==> config.mk <==
export PLATFORM = sky130hd
export DESIGN_NAME = radio_rx_packet_filter_core
export DESIGN_NICKNAME = d
export VERILOG_FILES = /design/src/sv/rxpf_pkg.sv /design/src/sv/rxpf_store.sv /design/src/sv/rxpf_ctrl.sv /design/src/sv/radio_rx_packet_filter_core.sv
export SDC_FILE = /design/constraint.sdc
export NUM_CORES = 1
export LEC_CHECK = 0
export BUFFER_PORTS_ARGS = -buffer_cell sky130_fd_sc_hd__buf_2
export CORE_UTILIZATION = 28
export DETAILED_ROUTE_END_ITERATION = 10
export PLACE_DENSITY = 0.45
export SYNTH_ARGS = -nofsm -noshare
export SYNTH_HDL_FRONTEND = slang
export SYNTH_SLANG_ARGS = --single-unit
==> constraint.sdc <==
create_clock -name i_clk -period 4.6 [get_ports i_clk]
set_input_delay 0.46 -clock i_clk [delete_from_list [all_inputs] [get_ports i_clk]]
set_output_delay 0.46 -clock i_clk [all_outputs]
set_load 0.02 [all_outputs]
==> src/sv/rxpf_pkg.sv <==
// rxpf_pkg: types and constants shared by the packet filter modules
package rxpf_pkg;

    typedef enum logic [1:0] {
        PH_WAIT,
        PH_RECV,
        PH_EMIT
    } t_phase;

    typedef enum logic [2:0] {
        V_ACCEPT     = 3'd0,
        V_RX_OFF     = 3'd1,
        V_BAD_STATUS = 3'd2,
        V_BAD_LENGTH = 3'd3,
        V_MISMATCH   = 3'd4,
        V_TOO_LONG   = 3'd5,
        V_STATION    = 3'd6,
        V_CRC        = 3'd7
    } t_verdict;

    // source of an emitted byte
    typedef enum logic [1:0] {
        SRC_MEM,
        SRC_STAT,
        SRC_SWAP
    } t_src;

    // register indexes on the config port
    localparam logic [1:0] CFG_RX_ENABLED     = 2'd0;
    localparam logic [1:0] CFG_STATION_ID     = 2'd1;
    localparam logic [1:0] CFG_MAX_BUFFER_LEN = 2'd2;

    localparam logic [15:0] ID_NONE    = 16'h0000;
    localparam logic [15:0] ID_ALL     = 16'hffff;
    localparam logic [15:0] CNT_MAX    = 16'hffff;
    localparam logic [6:0]  COUNT_MIN  = 7'd5;
    localparam logic [6:0]  LEN_OFFSET = 7'd3;
    localparam logic [7:0]  STAT_ADD   = 8'h80;
    localparam logic [7:0]  STAT_MASK  = 8'h7f;
    localparam logic [5:0]  MAX_LEN_RESET = 6'd62;

    typedef struct packed {
        logic        rx_enabled;
        logic [15:0] station_id;
        logic [5:0]  max_buffer_len;
    } t_cfg;

    // packet store port request
    typedef struct packed {
        logic       we;
        logic [6:0] waddr;
        logic [7:0] wdata;
        logic       re;
        logic [6:0] raddr;
    } t_mem_req;

endpackage

==> src/sv/rxpf_store.sv <==
// rxpf_store: packet byte store, one write and one registered read port
module rxpf_store #(
    parameter int BUFFER_BYTES = 64
) (
    input  logic               i_clk,
    input  rxpf_pkg::t_mem_req i_req,
    output logic [7:0]         o_rdata
);
    localparam int AW = $clog2(BUFFER_BYTES);

    logic [7:0] r_mem [BUFFER_BYTES];
    logic [7:0] r_rdata;

    always_ff @(posedge i_clk) begin
        if (i_req.we) begin
            r_mem[AW'(i_req.waddr)] <= i_req.wdata;
        end
        if (i_req.re) begin
            r_rdata <= r_mem[AW'(i_req.raddr)];
        end
    end

    assign o_rdata = r_rdata;

endmodule

==> src/sv/rxpf_ctrl.sv <==
// rxpf_ctrl: header checks, receive sequencing, counters and output words
module rxpf_ctrl #(
    parameter int BUFFER_BYTES = 64
) (
    input  logic               i_clk,
    input  logic               i_rst_n,
    input  rxpf_pkg::t_cfg     i_cfg,
    input  logic               i_s_tvalid,
    output logic               o_s_tready,
    input  logic               i_first,
    input  logic [6:0]         i_count,
    input  logic               i_idle,
    input  logic [7:0]         i_byte,
    output logic               o_m_tvalid,
    input  logic               i_m_tready,
    output logic [2:0]         o_verdict,
    output logic [7:0]         o_byte,
    output logic               o_last,
    output logic               o_needs_reset,
    output logic [15:0]        o_rec,
    output logic [15:0]        o_acc,
    output rxpf_pkg::t_mem_req o_req,
    input  logic [7:0]         i_rdata
);
    import rxpf_pkg::*;

    localparam logic [8:0] BUF_CAP = 9'(BUFFER_BYTES);

    t_phase      r_phase, n_phase;
    logic [6:0]  r_widx, n_widx;
    logic [6:0]  r_expect, n_expect;
    logic [6:0]  r_eidx, n_eidx;
    logic [15:0] r_rec, n_rec;
    logic [15:0] r_acc, n_acc;
    logic [15:0] r_sid, n_sid;
    logic [7:0]  r_prev, n_prev;
    logic [7:0]  r_stat, n_stat;
    // read stage
    logic        r_rv, n_rv;
    t_src        r_rsrc, n_rsrc;
    logic        r_rlast, n_rlast;
    // output register
    logic        r_ov, n_ov;
    t_verdict    r_verdict, n_verdict;
    logic [7:0]  r_obyte, n_obyte;
    logic        r_olast, n_olast;
    logic [15:0] r_orec, n_orec;
    logic [15:0] r_oacc, n_oacc;

    logic        s_accept;
    logic        move;
    logic        issue;
    logic        emit_v;
    t_verdict    v_code;
    logic [8:0]  lim;
    logic [6:0]  pay_len;
    logic [6:0]  widx_inc;
    logic [7:0]  src_byte;
    t_src        isrc;

    assign o_s_tready = (r_phase != PH_EMIT) && !r_rv && (!r_ov || i_m_tready);
    assign s_accept   = i_s_tvalid && o_s_tready;
    assign move       = r_rv && (!r_ov || i_m_tready);
    assign issue      = (r_phase == PH_EMIT) && (!r_rv || move);
    assign lim        = (9'(i_cfg.max_buffer_len) > BUF_CAP) ? BUF_CAP
                                                              : 9'(i_cfg.max_buffer_len);
    assign pay_len    = r_expect - 7'd2;
    assign widx_inc   = r_widx + 7'd1;

    always_comb begin
        unique case (r_rsrc)
            SRC_MEM:  src_byte = i_rdata;
            SRC_STAT: src_byte = r_stat & STAT_MASK;
            SRC_SWAP: src_byte = r_prev + STAT_ADD;
            default:  src_byte = i_rdata;
        endcase
    end

    always_comb begin
        if (r_eidx < pay_len) begin
            isrc = SRC_MEM;
        end else if (r_eidx == pay_len) begin
            isrc = SRC_STAT;
        end else begin
            isrc = SRC_SWAP;
        end
    end

    always_ff @(posedge i_clk) begin
        if (!i_rst_n) begin
            r_phase  <= PH_WAIT;
            r_widx   <= '0;
            r_expect <= '0;
            r_rec    <= '0;
            r_acc    <= '0;
            r_rv     <= 1'b0;
            r_ov     <= 1'b0;
            r_eidx   <= '0;
        end else begin
            r_phase  <= n_phase;
            r_widx   <= n_widx;
            r_expect <= n_expect;
            r_rec    <= n_rec;
            r_acc    <= n_acc;
            r_rv     <= n_rv;
            r_ov     <= n_ov;
            r_eidx   <= n_eidx;
        end
    end

    always_ff @(posedge i_clk) begin
        r_sid     <= n_sid;
        r_prev    <= n_prev;
        r_stat    <= n_stat;
        r_rsrc    <= n_rsrc;
        r_rlast   <= n_rlast;
        r_verdict <= n_verdict;
        r_obyte   <= n_obyte;
        r_olast   <= n_olast;
        r_orec    <= n_orec;
        r_oacc    <= n_oacc;
    end

    always_comb begin
        n_phase   = r_phase;
        n_widx    = r_widx;
        n_expect  = r_expect;
        n_eidx    = r_eidx;
        n_rec     = r_rec;
        n_acc     = r_acc;
        n_sid     = r_sid;
        n_prev    = r_prev;
        n_stat    = r_stat;
        n_rv      = r_rv;
        n_rsrc    = r_rsrc;
        n_rlast   = r_rlast;
        n_ov      = r_ov && !i_m_tready;
        n_verdict = r_verdict;
        n_obyte   = r_obyte;
        n_olast   = r_olast;
        n_orec    = r_orec;
        n_oacc    = r_oacc;
        emit_v    = 1'b0;
        v_code    = V_ACCEPT;
        o_req     = '0;

        // emission: walk the store, last two bytes come from the status registers
        if (issue) begin
            o_req.re    = (isrc == SRC_MEM);
            o_req.raddr = r_eidx;
            n_rv        = 1'b1;
            n_rsrc      = isrc;
            n_rlast     = (r_eidx == r_expect - 7'd1);
            n_eidx      = r_eidx + 7'd1;
            if (r_eidx == r_expect - 7'd1) begin
                n_phase = PH_WAIT;
            end
        end else if (move) begin
            n_rv = 1'b0;
        end

        if (move) begin
            n_ov      = 1'b1;
            n_verdict = V_ACCEPT;
            n_obyte   = src_byte;
            n_olast   = r_rlast;
            n_orec    = r_rec;
            n_oacc    = r_acc;
        end

        if (s_accept) begin
            if (i_first) begin
                n_phase = PH_WAIT;
                if (!i_cfg.rx_enabled) begin
                    emit_v = 1'b1;
                    v_code = V_RX_OFF;
                end else if (!i_idle) begin
                    emit_v = 1'b1;
                    v_code = V_BAD_STATUS;
                end else begin
                    // counters wrap together
                    if (r_rec == CNT_MAX) begin
                        n_rec = 16'd1;
                        n_acc = '0;
                    end else begin
                        n_rec = r_rec + 16'd1;
                    end
                    if (!i_count[0] || (i_count < COUNT_MIN)) begin
                        emit_v = 1'b1;
                        v_code = V_BAD_LENGTH;
                    end else if (i_byte != {1'b0, i_count - LEN_OFFSET}) begin
                        emit_v = 1'b1;
                        v_code = V_MISMATCH;
                    end else if (9'(i_count - 7'd1) > lim) begin
                        emit_v = 1'b1;
                        v_code = V_TOO_LONG;
                    end else begin
                        n_expect = i_count - 7'd1;
                        n_widx   = '0;
                        n_phase  = PH_RECV;
                    end
                end
            end else if (r_phase == PH_RECV) begin
                o_req.we    = 1'b1;
                o_req.waddr = r_widx;
                o_req.wdata = i_byte;
                n_widx      = widx_inc;
                if (r_widx == 7'd0) begin
                    n_sid[7:0] = i_byte;
                end
                if (r_widx == 7'd1) begin
                    n_sid[15:8] = i_byte;
                end
                if (widx_inc >= r_expect) begin
                    n_phase = PH_WAIT;
                    if ((i_cfg.station_id != ID_NONE) && (i_cfg.station_id != ID_ALL) &&
                        (r_sid != ID_NONE) && (r_sid != i_cfg.station_id)) begin
                        emit_v = 1'b1;
                        v_code = V_STATION;
                    end else if (!i_byte[7]) begin
                        emit_v = 1'b1;
                        v_code = V_CRC;
                    end else begin
                        n_acc   = r_acc + 16'd1;
                        n_stat  = i_byte;
                        n_eidx  = '0;
                        n_phase = PH_EMIT;
                    end
                end else begin
                    n_prev = i_byte;
                end
            end
        end

        if (emit_v) begin
            n_ov      = 1'b1;
            n_verdict = v_code;
            n_obyte   = '0;
            n_olast   = 1'b1;
            n_orec    = n_rec;
            n_oacc    = n_acc;
        end
    end

    assign o_m_tvalid    = r_ov;
    assign o_verdict     = r_verdict;
    assign o_byte        = r_obyte;
    assign o_last        = r_olast;
    assign o_needs_reset = (r_verdict == V_BAD_STATUS) || (r_verdict == V_BAD_LENGTH) ||
                           (r_verdict == V_MISMATCH) || (r_verdict == V_TOO_LONG);
    assign o_rec         = r_orec;
    assign o_acc         = r_oacc;

endmodule

==> src/sv/radio_rx_packet_filter_core.sv <==
// radio_rx_packet_filter_core: top level of the receive packet filter
//
// takes receive fifo bytes one word per cycle on the slave stream while
// s_axis_tready is high. a word with tuser set is the length byte of a packet
// and carries the fifo count and the chip idle flag; the header is checked in
// that cycle and a rejected packet gives one verdict word. otherwise the
// following count-1 words are written into the packet store, one per cycle
// while the slave side is not held off. after the last one the station id and
// crc-ok bit are checked: a failure gives one verdict word, a pass emits the
// packet as count-1 words back to back, one per cycle while the master side
// does not stall, from the store's single registered read port, with the two
// status bytes rewritten. while an accepted packet is emitted the slave side is
// held off, so one packet of n stored bytes takes n+1 input words (length byte
// included) and then holds the slave side off while its n words leave. a
// verdict or a data word waits in the output register; input is taken while
// that register drains. the store needs no clearing pass: every read hits an
// entry written earlier in the same packet. counters travel with every word.
module radio_rx_packet_filter_core #(
    parameter int BUFFER_BYTES = 64
) (
    input  logic        i_clk,
    input  logic        i_rst_n,
    // config write channel
    input  logic        i_cfg_valid,
    output logic        o_cfg_ready,
    input  logic [1:0]  i_cfg_index,
    input  logic [15:0] i_cfg_data,
    // slave stream
    input  logic        s_axis_tvalid,
    output logic        s_axis_tready,
    input  logic [15:0] s_axis_tdata,   // fifo_count[6:0], chip_idle[7], data_byte[15:8]
    input  logic        s_axis_tuser,   // first_byte
    // master stream
    output logic        m_axis_tvalid,
    input  logic        m_axis_tready,
    output logic [39:0] m_axis_tdata,   // out_byte[7:0], reception_count[23:8],
                                        // accepted_count[39:24]
    output logic [3:0]  m_axis_tuser,   // verdict[2:0], needs_reset[3]
    output logic        m_axis_tlast    // out_last
);
    import rxpf_pkg::*;

    t_cfg       r_cfg;
    t_mem_req   mem_req;
    logic [7:0] mem_rdata;
    logic [2:0] verdict;
    logic [7:0] out_byte;
    logic       needs_reset;
    logic [15:0] rec_cnt;
    logic [15:0] acc_cnt;

    // config registers, always ready
    assign o_cfg_ready = 1'b1;

    always_ff @(posedge i_clk) begin
        if (!i_rst_n) begin
            r_cfg.rx_enabled     <= 1'b0;
            r_cfg.station_id     <= ID_NONE;
            r_cfg.max_buffer_len <= MAX_LEN_RESET;
        end else if (i_cfg_valid) begin
            unique case (i_cfg_index)
                CFG_RX_ENABLED:     r_cfg.rx_enabled     <= i_cfg_data[0];
                CFG_STATION_ID:     r_cfg.station_id     <= i_cfg_data;
                CFG_MAX_BUFFER_LEN: r_cfg.max_buffer_len <= i_cfg_data[5:0];
                default: ;  // unused index, write dropped
            endcase
        end
    end

    rxpf_ctrl #(
        .BUFFER_BYTES (BUFFER_BYTES)
    ) u_ctrl (
        .i_clk         (i_clk),
        .i_rst_n       (i_rst_n),
        .i_cfg         (r_cfg),
        .i_s_tvalid    (s_axis_tvalid),
        .o_s_tready    (s_axis_tready),
        .i_first       (s_axis_tuser),
        .i_count       (s_axis_tdata[6:0]),
        .i_idle        (s_axis_tdata[7]),
        .i_byte        (s_axis_tdata[15:8]),
        .o_m_tvalid    (m_axis_tvalid),
        .i_m_tready    (m_axis_tready),
        .o_verdict     (verdict),
        .o_byte        (out_byte),
        .o_last        (m_axis_tlast),
        .o_needs_reset (needs_reset),
        .o_rec         (rec_cnt),
        .o_acc         (acc_cnt),
        .o_req         (mem_req),
        .i_rdata       (mem_rdata)
    );

    rxpf_store #(
        .BUFFER_BYTES (BUFFER_BYTES)
    ) u_store (
        .i_clk   (i_clk),
        .i_req   (mem_req),
        .o_rdata (mem_rdata)
    );

    // output word packing
    assign m_axis_tdata = {acc_cnt, rec_cnt, out_byte};
    assign m_axis_tuser = {needs_reset, verdict};

endmodule

* Word level (Yosys, flattened, before mapping)
Memories as Yosys holds them, arrays and structs flattened. A register that Yosys moved wholly into a read port is not among the register bits.
Cells that the tools add are included.
** Storage, ports and cells
- Input port bits :: 40
- Memory bits (writable) :: 512
- Memories :: 1
- Word-level logic and storage cells :: 184
- Bits in registers :: 158
- Output and inout bits :: 48
** Memory list
- u_store.r_mem :: depth 64, bits a word 8, rd ports 1, clocked after memory_dff 1, wr ports 1, RTL line rxpf_store.sv:11 : logic [7:0] r_mem [BUFFER_BYTES];
** Cells by class
- Magnitude comparators :: 4
- Eq/ne operators :: 23
- Bitwise gates (word level) :: 6
- Muxes and demuxes :: 82
- $add $sub $neg :: 10
- Reductions and logical operators :: 36
** Operators by type and width (number)
- $mux 16 :: 21
- $mux 7 :: 14
- $mux 3 :: 13
- $add 16x1->16 const B :: 2
- $reduce_bool 16->1 :: 2
- $mux 2 :: 14
- $mux 1 :: 18
- $eq 16x16->1 const B :: 1
- $ne 16x16->1 :: 1
- $ne 16x16->1 const B :: 1
- $pmux 8 s2 :: 1
- $add 7x1->7 const B :: 2
- $eq 7x7->1 :: 2
- $reduce_and 7->1 :: 2
- $sub 7x1->7 const B :: 2
- $sub 7x2->7 const B :: 2
- $reduce_and 4->1 :: 3
- $ne 2x2->1 const B :: 5
- $gt 9x6->1 :: 1
- $logic_and 1x1->1 :: 9
- $add 8x8->8 const B :: 1
- $mux 8 :: 1
- $ne 8x7->1 :: 1
- $sub 7x1->8 const B :: 1
- other kinds (17) :: 41

* Logic depth before layout (Yosys ltp)
- Word-level depth :: 12
- Mapped depth :: 14
- Depth with buffers taken out :: 13

* Hierarchy
A second synthesis with hierarchy kept.
** Second synthesis, totals
- Cells, all modules :: 1857
- Area total of the unflattened synthesis :: 28681.3 sq um
** Modules (own cells, without submodules)
- rxpf_store :: area each 20270.7 sq um, times used 1, sequential area each 15615.0 sq um, cells each 972
- rxpf_ctrl :: area each 7444.6 sq um, times used 1, sequential area each 3393.3 sq um, cells each 782
- radio_rx_packet_filter_core :: area each 965.9 sq um, times used 1, sequential area each 460.4 sq um, cells each 103

* Worst setup path after synthesis
OpenSTA, ideal clock, no wires.
- Kind :: input port to flip-flop
- From :: input port s_axis_tdata[2]
- To :: register u_ctrl.r_oacc[0], in the netlist u_ctrl.o_acc[0] (enable)
- Buffers on the path :: 2
- Arrival :: 3.301 ns
- Stages on the path :: 12
- Library setup time :: 0.498 ns
- Required time :: 4.102 ns
- Slack :: 0.802 ns
- Cell sequence :: buf_6 nor3_1 nor3b_1 xor2_1 ha_1 a21o_1 a31oi_1 o22ai_1 o31ai_1 or2_2 buf_2 nand2_1
** On the way
- Word-level cells in the longest chain between the ends :: 10
- Elaborated cells on any way between the ends :: 14
- Classes of those cells :: add/sub: 2; order compare: 2; eq/ne: 1; mux: 7; reduce/logical: 2
** RTL lines
- start, declared :: RTL line radio_rx_packet_filter_core.sv:31 : input logic [15:0] s_axis_tdata,
- $sub 7x1->8 :: RTL line rxpf_ctrl.sv:194 : end else if (9'(i_count - 7'd1) > lim) begin
- $gt 9x6->1 :: RTL line rxpf_ctrl.sv:194
- $mux 1 :: RTL line rxpf_ctrl.sv:194
- $mux 1 :: RTL line rxpf_ctrl.sv:191 : end else if (i_byte != {1'b0, i_count - LEN_OFFSET}) begin
- $mux 1 (*) :: RTL line rxpf_ctrl.sv:188 : if (!i_count[0] || (i_count < COUNT_MIN)) begin
- $mux 1 (*) :: RTL line rxpf_ctrl.sv:177 : end else if (!i_idle) begin
- $mux 1 (*) :: RTL line rxpf_ctrl.sv:174 : if (!i_cfg.rx_enabled) begin
- $mux 1 (*) :: RTL line rxpf_ctrl.sv:172 : if (i_first) begin
- $mux 1 (*) :: RTL line rxpf_ctrl.sv:171 : if (s_accept) begin
- $reduce_bool 2->1 (no line) (*)
- end signal, assigned :: RTL line rxpf_ctrl.sv:121 : r_oacc <= n_oacc;
- end, declared :: RTL line rxpf_ctrl.sv:48 : logic [15:0] r_oacc, n_oacc;
Every way passes the cells marked *; elsewhere a longest branch is shown, timed or not.
A chain may end at the register's enable or synchronous reset.

* Final worst setup path
- From :: register u_ctrl.r_widx[0]
- To :: register u_ctrl.r_oacc[1], in the netlist u_ctrl.o_acc[1] (enable)
** On the way
- Word-level cells in the longest chain between the ends :: 7
** RTL lines
- start, declared :: RTL line rxpf_ctrl.sv:30 : logic [6:0] r_widx, n_widx;
- start signal, assigned :: RTL line rxpf_ctrl.sv:101 : r_widx <= n_widx;
- $add 7x1->7 :: RTL line rxpf_ctrl.sv:68 : assign widx_inc = r_widx + 7'd1;
- $ge 7x7->1 :: RTL line rxpf_ctrl.sv:214 : if (widx_inc >= r_expect) begin
- $mux 1 :: RTL line rxpf_ctrl.sv:214
- $mux 1 :: RTL line rxpf_ctrl.sv:203 : end else if (r_phase == PH_RECV) begin
- $mux 1 :: RTL line rxpf_ctrl.sv:172
- $mux 1 :: RTL line rxpf_ctrl.sv:171
- $reduce_bool 2->1 (no line)
Every way passes these cells.

==> flow_summary.toml <==
[timing]
rsz0062_at_grt = "false"
post-route-min-period_ns = 4.05
timing.final.crit_share = 0.881
finClkSkew_ns = 0.0546
setup_viol = 0
final_max_slew_viol_count = 0
worstMarginPinSlew_ns = 1.06
hold_slack_ns = 0.0680
slew-limit-headroom = 0.297
fmax_mhz = 247
setup_tns_ns = 0
finalWorstSetupSlack_ns = 0.546
hold_viol_final = 0

[global_route]
track_usage = 0.153
antenna_found_initial = 0
grt_overflow = 0
grt_pass1_vias = 17600
grt_max_degree = 65
grt_pass1_wl_mm = 117

[synthesis]
seq_area_frac_synth = 0.688
ys_async_sr_fraction = 0
avgSynthCellArea_sq_um = 13.8
synthCells = 2049
synthDistinctLibCells = 71
syn_area_sq_um = 28300
synth-edff-count = 589
yosys.area.top_type = "edfxtp_1"
yosysWarnings = 0
netlist.area_leader.share = 0.625
synth_ff_type = "edfxtp_1"
synth_fp_nets = 2122
synth.top_cells.by_area = "edfxtp_1, dfxtp_1, mux4_2"
ys_ff_latch = 678

[route]
drc = 0
vias = 17400
post_drt_wl_per_cell_um = 22.2
ant_nets = 0
viasPerCell = 4.90
first_pass_iters = 5
totalWireLength_mm = 78.6
drt_iter0_markers = 1421

[pwr]
ir_worst_vdd_mv = 0.242
cellLeakagePower_nw = 10.3
post-layout-total-power_mw = 13.1
p_per_area_nw_per_um2 = 393

[placed_design]
numPortBuffers = 86
hpwl_mm = 51.5
gp_congestion = 0.816
dp_slack_ns = 0.508

[cts]
cts_buffers = 78
cts_resized = 0
clock_latency_ns = 0.64
cts_tree = "yes"
htree_levels = 3
hold_buffers = 0
cts_sinks = 678
cts-root-buf = "clkbuf_16"
cts_buffer_depth = 3
post_cts_buffers = 0
clkTransAtPathRegs_ns = 0.06

[critical_path]
crit_buf_inv = 1
crit_arrival_ns = 4.43
start_kind = "register"
cp_max_fo = 25
required_ns = 4.98
slowest_delay_ns = 0.50
crit_chain = "ha_1, nand3_1, nor2_1, xor2_1, ha_1, a21oi_1, o21ai_0, a21oi_1, nor2_1, o2bb2ai_1, or2_2, nand2_1, buf_12"
slowest_stage = "dfxtp_1"
cp_top_family = "simple AND/OR/NAND/NOR gates"
endpoint_kind = "register"
setup.worst_path.class = "reg -> reg"

[min_path]
hold_path_class = "in -> reg"

[floorplanning]
initial_core_util = 0.283
rows = 116
dieWidth_um = 320
dieArea_sq_um = 102000
io_pins = 88
core_sq_um = 100000
die_h_um = 320

[finish]
nFillCells = 9822
nets = 2258
area_delta_synth_final_pct = 17.4
drive_gt1_frac = 0.168

[job]
maxCapViolCount = 0

[outcome]
status = "complete, no violations"
-- registers in the layout, summed over array words and instances, names as in the netlist --
register	cells
u_ctrl.r_stat	7
u_store.o_rdata	8
u_ctrl.r_acc	16
u_ctrl.r_widx	7
u_ctrl.r_eidx	7
u_ctrl.o_acc	16
u_ctrl.o_last	1
u_ctrl.r_rec	16
u_ctrl.r_phase	2
u_ctrl.o_byte	8
u_store.r_mem	512
u_ctrl.r_sid	16
u_ctrl.r_rsrc	2
u_ctrl.o_m_tvalid	1
u_ctrl.r_expect	7
u_ctrl.r_rlast	1
r_cfg	23
u_ctrl.o_verdict	3
u_ctrl.r_prev	8
u_ctrl.r_rv	1
u_ctrl.o_rec	16
-- where the power goes --
part	internal, mW	switching, mW
Sequential	6.61	0.0117
Combinational	0.0608	0.132
Clock	3.72	2.53
-- through the flow --
stage	utilization	cell area [sq um]	cells
CTS	0.332	33200	3541
global placement	0.306	30600	3403
global route	0.332	33200	3541
detailed placement	0.306	30600	3403
floorplan	-	28300	2049
finish	0.332	33200	3542
-- cell type report --
class	instances	area [sq um]	area share
antenna	1	2.50	0.0000753
clock buffer	99	2110	0.0635
clock inverter	39	477	0.0143
inverter	34	128	0.00384
multi-input combinational	1228	8330	0.251
sequential	678	19500	0.586
tap	1298	1620	0.0489
timing repair buffer	165	1090	0.0327
-- worst paths after layout --
| kind | startpoint | end | slack, ns | depth (start not counted) |
|---|---|---|---|---|
| worst max-delay path | u_ctrl.r_widx[0] | u_ctrl.o_acc[1] | 0.55 | 13 |
| worst max register to register | u_ctrl.r_widx[0] | u_ctrl.o_acc[1] | 0.55 | 13 |
| worst min register to register | u_ctrl.r_rec[15] | u_ctrl.r_rec[15] | 0.49 | 2 |
| worst min-delay path | i_cfg_data[9] | r_cfg[15] | 0.07 | 3 |
-- kinds of logic (layout without fill, tap and decap cells) --
family | after synthesis | count (layout) | share of synthesized area
DFF | 678 | 678 | 0.688
and+or+nand+nor | 642 | 642 | 0.107
AOI/OAI and AO/OA | 347 | 347 | 0.0823
buffers and inverters | 143 | 337 | 0.0205
muxes | 134 | 134 | 0.0663
xor gates and xnor gates | 71 | 71 | 0.0220
adders and majority gates | 33 | 33 | 0.0146
other | 1 | 2 | 0.000132
-- placed cells by master, fill, tap and decap left out, types with 22 or more instances in the layout --
master,n
nand3_1,76
ha_1,32
buf_4,74
and3_1,28
buf_2,86
dfxtp_1,89
nand4_1,32
nand2_1,203
edfxtp_1,589
o21ai_0,73
clkbuf_16,81
inv_1,31
nor2_1,172
mux4_2,40
mux2_2,28
nor2b_1,22
a221oi_1,40
a31oi_1,28
xor2_1,44
xnor2_1,27
mux2i_1,66
a21oi_1,91
-- synth_stat cells (all sizes together) (7+ instances only) --
master   number
a211oi        9
a21boi       10
a21oi        91
a221o         8
a221oi       40
a22oi         7
a2bb2oi       7
a311oi       10
a31oi        29
a32oi         8
and2         17
and3         29
buf          31
clkbuf       78
dfxtp        89
edfxtp      589
ha           33
inv          32
mux2         28
mux2i        66
mux4         40
nand2       203
nand2b       14
nand3        77
nand4        32
nor2        173
nor2b        22
nor3         19
nor4         16
o2111a        8
o211ai        9
o21a         15
o21ai        73
or2           7
or3           7
xnor2        27
xor2         44
-- worst reg2reg max path: stages (launching register included) --
cell       delay, ns
dfxtp_1         0.50
ha_1            0.27
nand3_1         0.18
nor2_1          0.21
xor2_1          0.22
ha_1            0.28
a21oi_1         0.14
o21ai_0         0.10
a21oi_1         0.41
nor2_1          0.14
o2bb2ai_1       0.27
or2_2           0.35
nand2_1         0.39
buf_12          0.32
-- routing by layer --
metal / part of all wire / GRT usage / vias to the layer above
li1: - / - / 8107
met2: 0.47 / 0.247 / 420
met1: 0.45 / 0.206 / 8728
met4: 0.026 / 0.0498 / 0
met5: 0 / 0 / -
met3: 0.051 / 0.0281 / 116
Power figures use the tool's default switching activity.
